### src/sv/ndo_pkg.sv
// ----------------------------------------------------------------------------
// ndo_pkg
// Shared types, register map and microcode for the disturbance observer.
// ----------------------------------------------------------------------------
package ndo_pkg;

   localparam int CSR_IDX_W = 3;
   localparam int UCODE_LEN = 10;
   localparam int STEP_W    = 4;

   typedef enum logic [CSR_IDX_W-1:0] {
      CSR_GAIN     = 3'd0,
      CSR_INV_MASS = 3'd1,
      CSR_DAMPING  = 3'd2,
      CSR_STIFF    = 3'd3,
      CSR_FRICTION = 3'd4,
      CSR_TIME     = 3'd5
   } csr_type;

   typedef struct packed {
      logic        [30:0] observer_gain;
      logic        [30:0] inverse_mass;
      logic signed [31:0] damping;
      logic signed [31:0] stiffness;
      logic signed [31:0] friction_coeff;
      logic        [16:0] time_step;
   } cfg_type;

   localparam cfg_type CFG_RESET = '{
      observer_gain:  31'd3276800,
      inverse_mass:   31'd65536,
      damping:        32'sd131072,
      stiffness:      32'sd1310720,
      friction_coeff: 32'sd6554,
      time_step:      17'd66
   };

   // multiplier operand sources
   typedef enum logic [3:0] {
      OPD_X     = 4'd0,
      OPD_V     = 4'd1,
      OPD_U     = 4'd2,
      OPD_GAIN  = 4'd3,
      OPD_INVM  = 4'd4,
      OPD_DAMP  = 4'd5,
      OPD_STIFF = 4'd6,
      OPD_FRIC  = 4'd7,
      OPD_DT    = 4'd8,
      OPD_W     = 4'd9,
      OPD_NUM   = 4'd10,
      OPD_F     = 4'd11,
      OPD_D     = 4'd12,
      OPD_DZ    = 4'd13
   } opnd_type;

   typedef enum logic [1:0] {
      ALU_MOV = 2'd0,
      ALU_ADD = 2'd1,
      ALU_SUB = 2'd2,
      ALU_NEG = 2'd3
   } alu_type;

   typedef enum logic [1:0] {
      SRC_U   = 2'd0,
      SRC_NUM = 2'd1,
      SRC_Z   = 2'd2,
      SRC_NEG = 2'd3
   } src_type;

   typedef enum logic [2:0] {
      DST_W   = 3'd0,
      DST_NUM = 3'd1,
      DST_F   = 3'd2,
      DST_D   = 3'd3,
      DST_DZ  = 3'd4,
      DST_Z   = 3'd5,
      DST_NEG = 3'd6
   } dst_type;

   typedef enum logic [1:0] {
      NX_NEXT        = 2'd0,
      NX_DONE        = 2'd1,
      NX_DONE_IF_DT0 = 2'd2
   } nxt_type;

   typedef struct packed {
      opnd_type a_sel;
      opnd_type b_sel;
      alu_type  alu_op;
      src_type  src;
      dst_type  dst;
      nxt_type  nxt;
   } ucode_type;

   typedef enum logic [6:0] {
      PH_IDLE = 7'b0000001,
      PH_LOAD = 7'b0000010,
      PH_LO   = 7'b0000100,
      PH_HI   = 7'b0001000,
      PH_POST = 7'b0010000,
      PH_ALU  = 7'b0100000,
      PH_DONE = 7'b1000000
   } phase_type;

   typedef struct packed {
      logic     start;
      logic     load;
      logic     lo;
      logic     hi;
      logic     post;
      logic     alu;
      opnd_type a_sel;
      opnd_type b_sel;
      alu_type  alu_op;
      src_type  src;
      dst_type  dst;
   } ctl_type;

   // w = v*v, w = w*v, num = u - c*v - k*x - b*w, f = num*invm,
   // d = z + L*v, neg = -L*d, dz = neg - L*f, z = z + dz*dt
   localparam ucode_type UCODE [UCODE_LEN] = '{
      '{a_sel: OPD_V,     b_sel: OPD_V,    alu_op: ALU_MOV, src: SRC_U,
        dst: DST_W,   nxt: NX_NEXT},
      '{a_sel: OPD_W,     b_sel: OPD_V,    alu_op: ALU_MOV, src: SRC_U,
        dst: DST_W,   nxt: NX_NEXT},
      '{a_sel: OPD_DAMP,  b_sel: OPD_V,    alu_op: ALU_SUB, src: SRC_U,
        dst: DST_NUM, nxt: NX_NEXT},
      '{a_sel: OPD_STIFF, b_sel: OPD_X,    alu_op: ALU_SUB, src: SRC_NUM,
        dst: DST_NUM, nxt: NX_NEXT},
      '{a_sel: OPD_FRIC,  b_sel: OPD_W,    alu_op: ALU_SUB, src: SRC_NUM,
        dst: DST_NUM, nxt: NX_NEXT},
      '{a_sel: OPD_NUM,   b_sel: OPD_INVM, alu_op: ALU_MOV, src: SRC_U,
        dst: DST_F,   nxt: NX_NEXT},
      '{a_sel: OPD_GAIN,  b_sel: OPD_V,    alu_op: ALU_ADD, src: SRC_Z,
        dst: DST_D,   nxt: NX_NEXT},
      '{a_sel: OPD_GAIN,  b_sel: OPD_D,    alu_op: ALU_NEG, src: SRC_U,
        dst: DST_NEG, nxt: NX_NEXT},
      '{a_sel: OPD_GAIN,  b_sel: OPD_F,    alu_op: ALU_SUB, src: SRC_NEG,
        dst: DST_DZ,  nxt: NX_DONE_IF_DT0},
      '{a_sel: OPD_DZ,    b_sel: OPD_DT,   alu_op: ALU_ADD, src: SRC_Z,
        dst: DST_Z,   nxt: NX_DONE}
   };

endpackage

### src/sv/ndo_mul.sv
// ----------------------------------------------------------------------------
// ndo_mul
// Shared fixed-point multiplier: sign-magnitude, low and high partial products
// accumulated in turn, then truncating shift and saturation.
// ----------------------------------------------------------------------------
module ndo_mul #(
   parameter int DW = 32,
   parameter int FB = 16
) (
   input  logic                 clock,
   input  logic                 load,
   input  logic                 lo,
   input  logic                 hi,
   input  logic                 post,
   input  logic signed [DW-1:0] op_a,
   input  logic signed [DW-1:0] op_b,
   output logic signed [DW-1:0] prod,
   output logic                 ovf
);

   localparam int HW = (DW + 1) / 2;
   localparam int PW = 2 * DW;
   localparam int MW = HW + DW;
   localparam logic [PW-1:0] LIM = PW'(1) << (DW - 1);

   logic [DW-1:0] mag_a_ff, mag_a_in;
   logic [DW-1:0] mag_b_ff, mag_b_in;
   logic          neg_ff;
   logic [PW-1:0] acc_ff, acc_in;
   logic signed [DW-1:0] prod_ff, prod_in;
   logic          ovf_ff, ovf_in;

   logic [HW-1:0] half;
   logic [MW-1:0] pp;
   logic [PW-1:0] q;

   assign mag_a_in = op_a[DW-1] ? DW'(-op_a) : DW'(op_a);
   assign mag_b_in = op_b[DW-1] ? DW'(-op_b) : DW'(op_b);

   assign half = lo ? mag_a_ff[HW-1:0] : HW'(mag_a_ff[DW-1:HW]);
   assign pp   = MW'(half) * MW'(mag_b_ff);
   assign acc_in = lo ? PW'(pp) : acc_ff + (PW'(pp) << HW);

   assign q = acc_ff >> FB;

   always_comb begin
      if (neg_ff) begin
         if (q > LIM) begin
            prod_in = LIM[DW-1:0];
            ovf_in  = 1'b1;
         end else begin
            prod_in = DW'(0) - q[DW-1:0];
            ovf_in  = 1'b0;
         end
      end else begin
         if (q > LIM - PW'(1)) begin
            prod_in = DW'(LIM - PW'(1));
            ovf_in  = 1'b1;
         end else begin
            prod_in = q[DW-1:0];
            ovf_in  = 1'b0;
         end
      end
   end

   always_ff @(posedge clock) begin
      if (load) begin
         mag_a_ff <= mag_a_in;
         mag_b_ff <= mag_b_in;
         neg_ff   <= op_a[DW-1] ^ op_b[DW-1];
      end
      if (lo || hi) begin
         acc_ff <= acc_in;
      end
      if (post) begin
         prod_ff <= prod_in;
         ovf_ff  <= ovf_in;
      end
   end

   assign prod = prod_ff;
   assign ovf  = ovf_ff;

endmodule

### src/sv/ndo_dpath.sv
// ----------------------------------------------------------------------------
// ndo_dpath
// Observer datapath: operand registers, operand select, shared multiplier,
// saturating add/subtract unit and the observer state.
// ----------------------------------------------------------------------------
module ndo_dpath #(
   parameter int DW = 32,
   parameter int FB = 16
) (
   input  logic                clock,
   input  logic                reset,
   input  ndo_pkg::ctl_type    ctl,
   input  ndo_pkg::cfg_type    cfg,
   input  logic signed [31:0]  position,
   input  logic signed [31:0]  velocity,
   input  logic signed [31:0]  control_input,
   output logic signed [31:0]  dout,
   output logic                res_flag,
   output logic                dt_zero
);

   import ndo_pkg::*;

   localparam int SW = (DW > 32 ? DW : 32) + 2;
   localparam logic signed [SW-1:0] S_MAX = (SW'(1) << (DW - 1)) - SW'(1);
   localparam logic signed [SW-1:0] S_MIN = ~S_MAX;
   localparam logic signed [SW-1:0] O_MAX = (SW'(1) << 31) - SW'(1);
   localparam logic signed [SW-1:0] O_MIN = ~O_MAX;

   function automatic logic ovf_dw(input logic signed [SW-1:0] v);
      return (v > S_MAX) || (v < S_MIN);
   endfunction

   function automatic logic signed [DW-1:0] sat_dw(input logic signed [SW-1:0] v);
      logic signed [DW-1:0] r;
      if (v > S_MAX) r = S_MAX[DW-1:0];
      else if (v < S_MIN) r = S_MIN[DW-1:0];
      else r = v[DW-1:0];
      return r;
   endfunction

   logic signed [SW-1:0] x_w, v_w, u_w, gain_w, invm_w, damp_w, stiff_w, fric_w, dt_w;
   logic                 in_ovf;

   logic signed [DW-1:0] x_ff, v_ff, u_ff;
   logic signed [DW-1:0] w_ff, num_ff, f_ff, d_ff, dz_ff, z_ff;
   logic signed [SW-1:0] neg_ff;
   logic                 flag_ff, flag_in;

   logic signed [DW-1:0] op_a, op_b, prod;
   logic                 mul_ovf;

   logic signed [SW-1:0] t_w, src_w, r_w, d_w;
   logic signed [DW-1:0] r_sat;
   logic                 alu_ovf, out_ovf;

   assign x_w     = SW'(position);
   assign v_w     = SW'(velocity);
   assign u_w     = SW'(control_input);
   assign gain_w  = SW'(cfg.observer_gain);
   assign invm_w  = SW'(cfg.inverse_mass);
   assign damp_w  = SW'(cfg.damping);
   assign stiff_w = SW'(cfg.stiffness);
   assign fric_w  = SW'(cfg.friction_coeff);
   assign dt_w    = SW'(cfg.time_step);

   assign in_ovf = ovf_dw(x_w) | ovf_dw(v_w) | ovf_dw(u_w) | ovf_dw(gain_w)
                 | ovf_dw(invm_w) | ovf_dw(damp_w) | ovf_dw(stiff_w)
                 | ovf_dw(fric_w) | ovf_dw(dt_w);

   assign dt_zero = (cfg.time_step == '0);

   function automatic logic signed [DW-1:0] opnd(input opnd_type sel);
      logic signed [DW-1:0] r;
      unique case (sel)
         OPD_X:     r = x_ff;
         OPD_V:     r = v_ff;
         OPD_U:     r = u_ff;
         OPD_GAIN:  r = sat_dw(gain_w);
         OPD_INVM:  r = sat_dw(invm_w);
         OPD_DAMP:  r = sat_dw(damp_w);
         OPD_STIFF: r = sat_dw(stiff_w);
         OPD_FRIC:  r = sat_dw(fric_w);
         OPD_DT:    r = sat_dw(dt_w);
         OPD_W:     r = w_ff;
         OPD_NUM:   r = num_ff;
         OPD_F:     r = f_ff;
         OPD_D:     r = d_ff;
         OPD_DZ:    r = dz_ff;
         default:   r = '0;
      endcase
      return r;
   endfunction

   always_comb begin
      op_a = opnd(ctl.a_sel);
      op_b = opnd(ctl.b_sel);
   end

   ndo_mul #(
      .DW (DW),
      .FB (FB)
   ) u_mul (
      .clock (clock),
      .load  (ctl.load),
      .lo    (ctl.lo),
      .hi    (ctl.hi),
      .post  (ctl.post),
      .op_a  (op_a),
      .op_b  (op_b),
      .prod  (prod),
      .ovf   (mul_ovf)
   );

   assign t_w = SW'(prod);

   always_comb begin
      unique case (ctl.src)
         SRC_U:   src_w = SW'(u_ff);
         SRC_NUM: src_w = SW'(num_ff);
         SRC_Z:   src_w = SW'(z_ff);
         SRC_NEG: src_w = neg_ff;
         default: src_w = '0;
      endcase
   end

   always_comb begin
      unique case (ctl.alu_op)
         ALU_MOV: r_w = t_w;
         ALU_ADD: r_w = src_w + t_w;
         ALU_SUB: r_w = src_w - t_w;
         ALU_NEG: r_w = -t_w;
         default: r_w = t_w;
      endcase
   end

   assign r_sat   = sat_dw(r_w);
   assign alu_ovf = ((ctl.alu_op == ALU_ADD) || (ctl.alu_op == ALU_SUB)) && ovf_dw(r_w);

   always_comb begin
      flag_in = flag_ff;
      if (ctl.start) begin
         flag_in = in_ovf;
      end else if (ctl.alu) begin
         flag_in = flag_ff | mul_ovf | alu_ovf;
      end
   end

   always_ff @(posedge clock) begin
      flag_ff <= flag_in;
      if (ctl.start) begin
         x_ff <= sat_dw(x_w);
         v_ff <= sat_dw(v_w);
         u_ff <= sat_dw(u_w);
      end
      if (ctl.alu) begin
         unique case (ctl.dst)
            DST_W:   w_ff   <= r_sat;
            DST_NUM: num_ff <= r_sat;
            DST_F:   f_ff   <= r_sat;
            DST_D:   d_ff   <= r_sat;
            DST_DZ:  dz_ff  <= r_sat;
            DST_NEG: neg_ff <= r_w;
            default: ;
         endcase
      end
   end

   always_ff @(posedge clock) begin
      if (reset) begin
         z_ff <= '0;
      end else if (ctl.alu && (ctl.dst == DST_Z)) begin
         z_ff <= r_sat;
      end
   end

   // result is clamped to the 32-bit port
   assign d_w     = SW'(d_ff);
   assign out_ovf = (d_w > O_MAX) || (d_w < O_MIN);
   assign dout    = (d_w > O_MAX) ? O_MAX[31:0] :
                    (d_w < O_MIN) ? O_MIN[31:0] : d_w[31:0];
   assign res_flag = flag_ff | out_ovf;

endmodule

### src/sv/ndo_seq.sv
// ----------------------------------------------------------------------------
// ndo_seq
// Microcode sequencer: step counter into the control store, five phases per
// step (load, low product, high product, saturate, combine), early exit.
// ----------------------------------------------------------------------------
module ndo_seq (
   input  logic             clock,
   input  logic             reset,
   input  logic             start,
   input  logic             dt_zero,
   input  logic             out_free,
   output ndo_pkg::ctl_type ctl,
   output logic             idle,
   output logic             done
);

   import ndo_pkg::*;

   phase_type         phase_ff, phase_in;
   logic [STEP_W-1:0] step_ff, step_in;
   ucode_type         word;

   assign word = UCODE[step_ff];
   assign idle = (phase_ff == PH_IDLE);

   always_comb begin
      phase_in = phase_ff;
      step_in  = step_ff;
      done     = 1'b0;
      unique case (phase_ff)
         PH_IDLE: begin
            if (start) begin
               step_in  = '0;
               phase_in = PH_LOAD;
            end
         end
         PH_LOAD: phase_in = PH_LO;
         PH_LO:   phase_in = PH_HI;
         PH_HI:   phase_in = PH_POST;
         PH_POST: phase_in = PH_ALU;
         PH_ALU: begin
            unique case (word.nxt)
               NX_NEXT: begin
                  step_in  = step_ff + STEP_W'(1);
                  phase_in = PH_LOAD;
               end
               NX_DONE: phase_in = PH_DONE;
               NX_DONE_IF_DT0: begin
                  if (dt_zero) begin
                     phase_in = PH_DONE;
                  end else begin
                     step_in  = step_ff + STEP_W'(1);
                     phase_in = PH_LOAD;
                  end
               end
               default: phase_in = PH_DONE;
            endcase
         end
         PH_DONE: begin
            if (out_free) begin
               done     = 1'b1;
               phase_in = PH_IDLE;
            end
         end
         default: phase_in = PH_IDLE;
      endcase
   end

   always_ff @(posedge clock) begin
      if (reset) begin
         phase_ff <= PH_IDLE;
         step_ff  <= '0;
      end else begin
         phase_ff <= phase_in;
         step_ff  <= step_in;
      end
   end

   assign ctl.start  = idle && start;
   assign ctl.load   = (phase_ff == PH_LOAD);
   assign ctl.lo     = (phase_ff == PH_LO);
   assign ctl.hi     = (phase_ff == PH_HI);
   assign ctl.post   = (phase_ff == PH_POST);
   assign ctl.alu    = (phase_ff == PH_ALU);
   assign ctl.a_sel  = word.a_sel;
   assign ctl.b_sel  = word.b_sel;
   assign ctl.alu_op = word.alu_op;
   assign ctl.src    = word.src;
   assign ctl.dst    = word.dst;

endmodule

### src/sv/nonlinear_disturbance_observer.sv
// ----------------------------------------------------------------------------
// nonlinear_disturbance_observer
// Requests are taken only while idle: the 10 microcode steps run on the one
//   shared multiplier (ending after the dz step when dt is 0) before the next.
// A result waiting in the output register does not block the next request;
//   the next result is held until that register is free.
// Reset: config registers return to defaults, observer state clears to 0.
// ----------------------------------------------------------------------------
module nonlinear_disturbance_observer #(
   parameter int FRAC_BITS  = 16,
   parameter int DATA_WIDTH = 32
) (
   input  logic                             clock,
   input  logic                             reset,
   input  logic                             req_valid,
   output logic                             req_ready,
   input  logic signed [31:0]               req_position,
   input  logic signed [31:0]               req_velocity,
   input  logic signed [31:0]               req_control_input,
   output logic                             rsp_valid,
   input  logic                             rsp_ready,
   output logic signed [31:0]               rsp_disturbance_estimate,
   output logic                             rsp_saturated,
   input  logic                             csr_valid,
   output logic                             csr_ready,
   input  logic [ndo_pkg::CSR_IDX_W-1:0]    csr_index,
   input  logic [31:0]                      csr_data
);

   import ndo_pkg::*;

   cfg_type            cfg_ff;
   ctl_type            ctl;
   logic               idle, done, dt_zero, out_free;
   logic signed [31:0] dout;
   logic               res_flag;

   logic               rsp_valid_ff;
   logic signed [31:0] rsp_data_ff;
   logic               rsp_sat_ff;

   assign csr_ready = 1'b1;

   always_ff @(posedge clock) begin
      if (reset) begin
         cfg_ff <= CFG_RESET;
      end else if (csr_valid) begin
         unique case (csr_index)
            CSR_GAIN:     cfg_ff.observer_gain  <= csr_data[30:0];
            CSR_INV_MASS: cfg_ff.inverse_mass   <= csr_data[30:0];
            CSR_DAMPING:  cfg_ff.damping        <= $signed(csr_data);
            CSR_STIFF:    cfg_ff.stiffness      <= $signed(csr_data);
            CSR_FRICTION: cfg_ff.friction_coeff <= $signed(csr_data);
            CSR_TIME:     cfg_ff.time_step      <= csr_data[16:0];
            default: ;
         endcase
      end
   end

   assign req_ready = idle;
   assign out_free  = !rsp_valid_ff || rsp_ready;

   ndo_seq u_seq (
      .clock    (clock),
      .reset    (reset),
      .start    (req_valid),
      .dt_zero  (dt_zero),
      .out_free (out_free),
      .ctl      (ctl),
      .idle     (idle),
      .done     (done)
   );

   ndo_dpath #(
      .DW (DATA_WIDTH),
      .FB (FRAC_BITS)
   ) u_dpath (
      .clock         (clock),
      .reset         (reset),
      .ctl           (ctl),
      .cfg           (cfg_ff),
      .position      (req_position),
      .velocity      (req_velocity),
      .control_input (req_control_input),
      .dout          (dout),
      .res_flag      (res_flag),
      .dt_zero       (dt_zero)
   );

   always_ff @(posedge clock) begin
      if (reset) begin
         rsp_valid_ff <= 1'b0;
      end else if (done) begin
         rsp_valid_ff <= 1'b1;
      end else if (rsp_ready) begin
         rsp_valid_ff <= 1'b0;
      end
   end

   always_ff @(posedge clock) begin
      if (done) begin
         rsp_data_ff <= dout;
         rsp_sat_ff  <= res_flag;
      end
   end

   assign rsp_valid                = rsp_valid_ff;
   assign rsp_disturbance_estimate = rsp_data_ff;
   assign rsp_saturated            = rsp_sat_ff;

endmodule

### config.mk
export PLATFORM = sky130hd
export DESIGN_NAME = nonlinear_disturbance_observer
export DESIGN_NICKNAME = d
export VERILOG_FILES = /design/src/sv/ndo_pkg.sv /design/src/sv/ndo_mul.sv /design/src/sv/ndo_dpath.sv /design/src/sv/ndo_seq.sv /design/src/sv/nonlinear_disturbance_observer.sv
export SDC_FILE = /design/constraint.sdc
export NUM_CORES = 2
export LEC_CHECK = 0
export ABC_AREA = 1
export BUFFER_PORTS_ARGS = -buffer_cell sky130_fd_sc_hd__buf_2
export CAP_MARGIN = 20
export CELL_PAD_IN_SITES_DETAIL_PLACEMENT = 1
export CELL_PAD_IN_SITES_GLOBAL_PLACEMENT = 2
export CORE_MARGIN = 10
export CORE_UTILIZATION = 36
export CTS_BUF_LIST = sky130_fd_sc_hd__clkbuf_8
export CTS_CLUSTER_SIZE = 25
export DETAILED_ROUTE_END_ITERATION = 16
export GPL_TIMING_DRIVEN = 0
export PLACE_DENSITY = 0.91
export SLEW_MARGIN = 20
export SYNTH_ARGS = -nofsm -noshare
export SYNTH_HDL_FRONTEND = slang
export SYNTH_SLANG_ARGS = --single-unit
export TNS_END_PERCENT = 50
### constraint.sdc
create_clock -name clock -period 8 [get_ports clock]
set_input_delay 0.4 -clock clock [delete_from_list [all_inputs] [get_ports clock]]
set_output_delay 0.4 -clock clock [all_outputs]
set_load 0.02 [all_outputs]
Word level (Yosys, flattened, before mapping)
Memories as Yosys holds them, arrays and structs flattened.
Cells that the tools add are included.
{"block": "classes", "add_sub_neg": 8, "n_mux": 49, "n_reduce_logical": 43, "bitwise": 13, "eq_ne": 55, "multipliers": 1, "order_cmp": 25, "shifts": 0, "n_div": 0}
{"operator": "case mux 32 bit (14 select lines)", "count": 2}
{"operator": "2-to-1 mux 32 bit", "count": 21}
{"operator": "less-than comparator 32 bit (second input constant)", "count": 9}
{"operator": "case mux 34 bit (4 select lines)", "count": 2}
{"operator": "> comparator 32 bit (second input constant)", "count": 7}
{"operator": "adder 64 bit", "count": 1}
{"operator": "negation 32 bit", "count": 2}
{"operator": "> comparator 31 bit (second input constant)", "count": 2}
{"operator": "2-to-1 mux 31 bit", "count": 2}
{"operator": "case mux 7 bit (7 select lines)", "count": 1}
{"operator": "equality test 4 bit (second input constant)", "count": 12}
{"operator": "> comparator 48 x 31 -> 1 bit (second input constant)", "count": 1}
{"operator": "> comparator 48 x 32 -> 1 bit (second input constant)", "count": 1}
{"operator": "multiplier 16 x 32 -> 48 bit", "count": 1}
{"operator": "2-to-1 mux 48 bit", "count": 1}
{"operator": "adder 34 x 32 -> 34 bit", "count": 1}
{"operator": "> comparator 34 x 32 -> 1 bit (second input constant)", "count": 1}
{"operator": "less-than comparator 34 x 32 -> 1 bit (second input constant)", "count": 1}
{"operator": "2-to-1 mux 17 bit", "count": 2}
{"operator": "negation 32 -> 34 bit", "count": 1}
{"operator": "subtractor 34 x 32 -> 34 bit", "count": 1}
{"operator": "equality test 4 x 3 -> 1 bit (second input constant)", "count": 8}
{"operator": "less-than comparator 18 x 32 -> 1 bit (second input constant)", "count": 1}
{"operator": "subtractor 1 x 32 -> 32 bit (first input constant)", "count": 1}
{"operator": "38 further kinds", "count": 112}
{"block": "word_totals", "latchBits": 0, "word_cells": 226, "output_inout_bits": 36, "inputBits": 136, "rom_bits": 272, "reg_bits": 705, "ramBits": 0, "mem_count": 1}
{"name": "(name not given)", "words": 16, "word_bits": 17, "rd": 1, "rd_clocked_by_memory_dff": 0, "write_ports": 0, "line_no": "ndo_seq.sv:23", "rtl": "assign word = UCODE[step_ff];"}

Logic depth before layout (Yosys ltp)
{"block": "logic_depth", "ltp_word": 14, "ltp_mapped": 47, "depth_no_buf": 44}

By module
A second synthesis with hierarchy kept.
{"block": "hier_totals", "hier_cells": 7532, "hier_area_um2": 57706.6}
{"mod": "ndo_mul", "cells_per_inst": 3590, "n_inst": 1, "seq_area_each_um2": 4384.2, "area_each_um2": 27518.9}
{"mod": "ndo_dpath", "cells_per_inst": 2782, "n_inst": 1, "seq_area_each_um2": 9379.0, "area_each_um2": 21435.6}
{"mod": "nonlinear_disturbance_observer", "cells_per_inst": 1028, "n_inst": 1, "seq_area_each_um2": 4514.3, "area_each_um2": 7873.8}
{"mod": "ndo_seq", "cells_per_inst": 132, "n_inst": 1, "seq_area_each_um2": 220.2, "area_each_um2": 878.3}

Least setup slack after synthesis
OpenSTA, ideal clock, no wires.
{"block": "synth_timing", "path_type": "register to register", "from": "register u_seq.phase_ff[0]", "to": "register u_dpath.u_mul.acc_ff[45] (data pin)", "synth_period_minus_slack_ps": 8472, "path_buffers": 2, "arrival_ps": 8219, "setup_time_ps": 254, "slack_ps": -472, "path_stages_with_launch": 38, "required_ps": 7746, "path_cell_list": "dfxtp_1 nor2_1 inv_1 nor4_2 inv_1 buf_2 o21ai_1 clkbuf_1 nor2_1 fa_1 inv_1 fa_1 fa_1 fa_1 inv_1 fa_1 inv_1 fa_1 (+2 left out) nand2_1 inv_1 a21oi_1 o21ai_0 a21oi_1 xnor2_1 ha_1 a21o_1 a21oi_1 a21boi_0 nand2_1 a21oi_1 inv_1 a21oi_1 o21ai_0 or2_2 nand3_1 nand2_1"}
{"block": "synth_via", "elab_chain_cells": 5}
{"item": "from (decl)", "line_no": "ndo_seq.sv:19", "rtl": "phase_type phase_ff, phase_in;"}
{"item": "from (signal assigned)", "line_no": "ndo_seq.sv:74", "rtl": "phase_ff <= phase_in;"}
{"item": "equality test 7 x 3 -> 1 bit *", "line_no": "ndo_seq.sv:81", "rtl": "assign ctl.lo = (phase_ff == PH_LO);"}
{"item": "2-to-1 mux 16 bit", "line_no": "ndo_mul.sv:40", "rtl": "assign half = lo ? mag_a_ff[HW-1:0] : HW'(mag_a_ff[DW-1:HW]);"}
{"item": "multiplier 16 x 32 -> 48 bit", "line_no": "ndo_mul.sv:41", "rtl": "assign pp = MW'(half) * MW'(mag_b_ff);"}
{"item": "adder 64 bit", "line_no": "ndo_mul.sv:42", "rtl": "assign acc_in = lo ? PW'(pp) : acc_ff + (PW'(pp) << HW);"}
{"item": "2-to-1 mux 48 bit *", "line_no": "ndo_mul.sv:42"}
{"item": "via u_dpath.u_mul.acc_in[45]", "line_no": "ndo_mul.sv:29", "rtl": "logic [PW-1:0] acc_ff, acc_in;"}
{"item": "to (signal assigned)", "line_no": "ndo_mul.sv:73", "rtl": "acc_ff <= acc_in;"}
{"item": "to (decl)", "line_no": "ndo_mul.sv:29"}
The timed path passes the listed nets; every way through them passes the cells marked *.
A chain may end at the register's enable or synchronous reset.

Final worst setup path
{"block": "layout_timing", "from": "register u_seq.phase_ff[1]", "to": "register u_dpath.u_mul.acc_ff[49] (data pin)"}
{"block": "layout_via", "elab_chain_cells": 4}
{"item": "equality test 7 x 3 -> 1 bit *", "line_no": "ndo_seq.sv:81"}
{"item": "2-to-1 mux 16 bit", "line_no": "ndo_mul.sv:40"}
{"item": "multiplier 16 x 32 -> 48 bit", "line_no": "ndo_mul.sv:41"}
{"item": "adder 64 bit", "line_no": "ndo_mul.sv:42"}
Every way passes the cells marked *; elsewhere a longest branch is shown, timed or not.

==> impl_metrics.yaml <==
route:
  wl_per_cell_um: 27.2
  avgViaCountPerCell: 5.55
  dr_total_vias: 55200
  drtAntennaViolNets: 0
  first_pass_iters: 6
  drcViolationCount: 0
  drt-total-wl_um: 270000
  drt_iter0_markers: 5874
worst_hold_path:
  hold_depth: 5
  hold_path_class: "in2reg"
clock_tree:
  cts.htree.levels: 3
  cts.clk_slew.worst_paths_ps: 70
  cts_buffers: 117
  cts_tree: "done"
  clockRootBuffer: "clkbuf_8"
  cts_sinks: 689
  cts_buffer_depth: 3
  clock_latency_ps: 850
critical_path:
  endpoint_kind: "register"
  required_ps: 8690
  slowest_delay_ps: 590
  crit_family: "adder cells"
  path_depth: 43
  cp.arrival_ps: 9920
  critical_path_class: "reg2reg"
  cp-start-kind: "register"
  path_buf_inv: 17
  worstPathMaxFanout: 6
  slowest_stage: "fa_2"
  r2r_cells: 43
synth:
  synth_xor_area_share_pct: 2.38
  synthAdderAreaFrac_pct: 19.9
  synth.area.top_cells: "edfxtp_1 25%, fa_1 15%, nand2_1 12%"
  yosys.area_share.simple_pct: 24.3
  yosys_register_bits: 689
  ys_seq_area_share_pct: 33.1
  synthCells: 7257
  synth_area_leader_cell: "edfxtp_1"
  synth_top_flop_cell: "edfxtp_1"
  yosys.area.top_type_share_pct: 25.2
  syn_nets: 8030
  synth_top_family_by_area: "simple AND/OR/NAND/NOR gates"
  synthesis.area_um2: 55900
  async_flop_share_pct: 0
  ys_types: 64
  yosys_warnings: 0
  synth_compound_area_share_pct: 9.88
  yosys-mux-area-fraction_pct: 0.0403
  avgSynthCellArea_um2: 7.70
  synth-edff-count: 470
place:
  io_buffers: 74
  hpwl_um: 206000
  gp_congestion: 0.997
  dp.cells: 9392
global_route:
  antenna_found_initial: 13
  grt_overflow: 0
  grt_max_degree: 66
  grt_pass1_vias: 56300
  grtUsageTotal_pct: 29.4
  grt_pass1_wl_um: 379000
cells_and_area:
  mostFrequentLayoutCells: "1679 x nand2_1, 1080 x inv_1, 892 x nor2_1"
  drive_above_1_share_pct: 15.1
  synthToLayoutAreaGrowth_pct: 22.0
  final_common_cell: "nand2_1"
  final-instance-count-excl-fill: 9953
  largest_reg_flops: 175
  nNetsFinal: 8583
  reg_top3: "cfg_ff (175), u_dpath.u_mul.acc_ff (48), u_dpath.neg_ff (34)"
  largest-register: "cfg_ff"
timing:
  finalMaxSlewViolations: 0
  hold_viol: 0
  skew_ps: 108
  rsz0062_at_grt: "yes"
  worstMarginPinSlew_ps: 1220
  fin_crit_sh_pct: 115
  setup_slack_ps: -1230
  max_freq_mhz: 108
  fin_setup_tns_ps: -27900
  maxSlewHeadroom_pct: 18.4
  setup_viol: 34
  fin_crit_ps: 9230
job:
  drv_cap: 0
outcome:
  violations: "negative setup slack"
  run_status: "complete, but fails checks"
die:
  ios: 172
  core-area_um2: 154000
  die_w_um: 414
  num_rows: 144
  die_h_um: 414
  die-area_um2: 171000
  start_util_pct: 36.3
[Yosys cell counts, drive strengths merged, types with 80 or more instances]
master  count
nand2    1783
inv      1118
nor2      982
o21ai     531
edfxtp    470
fa        420
clkbuf    302
nand3     287
a21oi     249
dfxtp     219
ha        217
xor2      106
buf        80
[routing by layer]
metal / vias up / track usage (%) / share of wire [%]
met5: - / 0 / 0.0037
met4: 2 / 14.4 / 6.3
met3: 646 / 5.27 / 8.6
met1: 27900 / 38.7 / 40
li1: 24000 / - / -
met2: 2667 / 46.6 / 45
[cell families after synthesis]
family          after synthesis
buf+inv                    1512
fa+ha+maj                   637
simple gates               3267
xor+xnor                    152
flops                       689
compound gates              997
mux                           2
other cells                   1
[worst register-to-register path, delay by kind of cell, from the launching register on]
family                     cells  cell delay [ps]
DFF                            1              370
AOI/OAI and AO/OA              5              720
xor gates and xnor gates       1              260
adders and majority gates      8             3610
and+or+nand+nor               12             2200
buffers and inverters         17             1940
[path summary, 6_finish.rpt]
check / startpoint / end / slack [ps]
setup / recovery: u_seq.phase_ff[1] / u_dpath.u_mul.acc_ff[49] / -1230
setup reg to reg: u_seq.phase_ff[1] / u_dpath.u_mul.acc_ff[49] / -1230
hold reg to reg: cfg_ff[78] / cfg_ff[78] / 450
hold / removal: csr_index[2] / cfg_ff[8] / 170
[cell type report]
class | instances | area, um^2
Inverter | 1130 | 4320
Clock inverter | 88 | 606
Antenna cell | 3 | 7.51
Buffer | 381 | 2040
Sequential cell | 689 | 18500
Clock buffer | 127 | 1750
Timing Repair Buffer | 435 | 3790
Multi-Input combinational cell | 5056 | 34600
Tap cell | 2044 | 2560
Fill cell | 18700 | 86000
[stage by stage]
step / hold WS (ps) / worst slack, ps / util (%) / area [um^2]
2_1_floorplan: 425 / 0.375 / - / 56100
3_3_place_gp: 436 / -2560 / 38.3 / 59000
3_5_place_dp: 447 / -2800 / 38.5 / 59400
4_1_cts: 107 / -694 / 43.2 / 66700
5_1_grt: 192 / -1420 / 44.2 / 68200
6_report: 174 / -1230 / 44.2 / 68200
[what timing repair did]
item                                    4_1_cts  5_1_grt
pin swaps                                   191      118
gates resized for setup                     560      273
endpoints found under the hold margin       257        0
hold buffers                                128        0
gates cloned                                  5        0
endpoints found under the setup margin       48       37
buffers inserted                            150       62
Power is left out: the tool's default activity adds up to more than one toggle a clock period on the data nets, which glitch-free logic cannot reach.
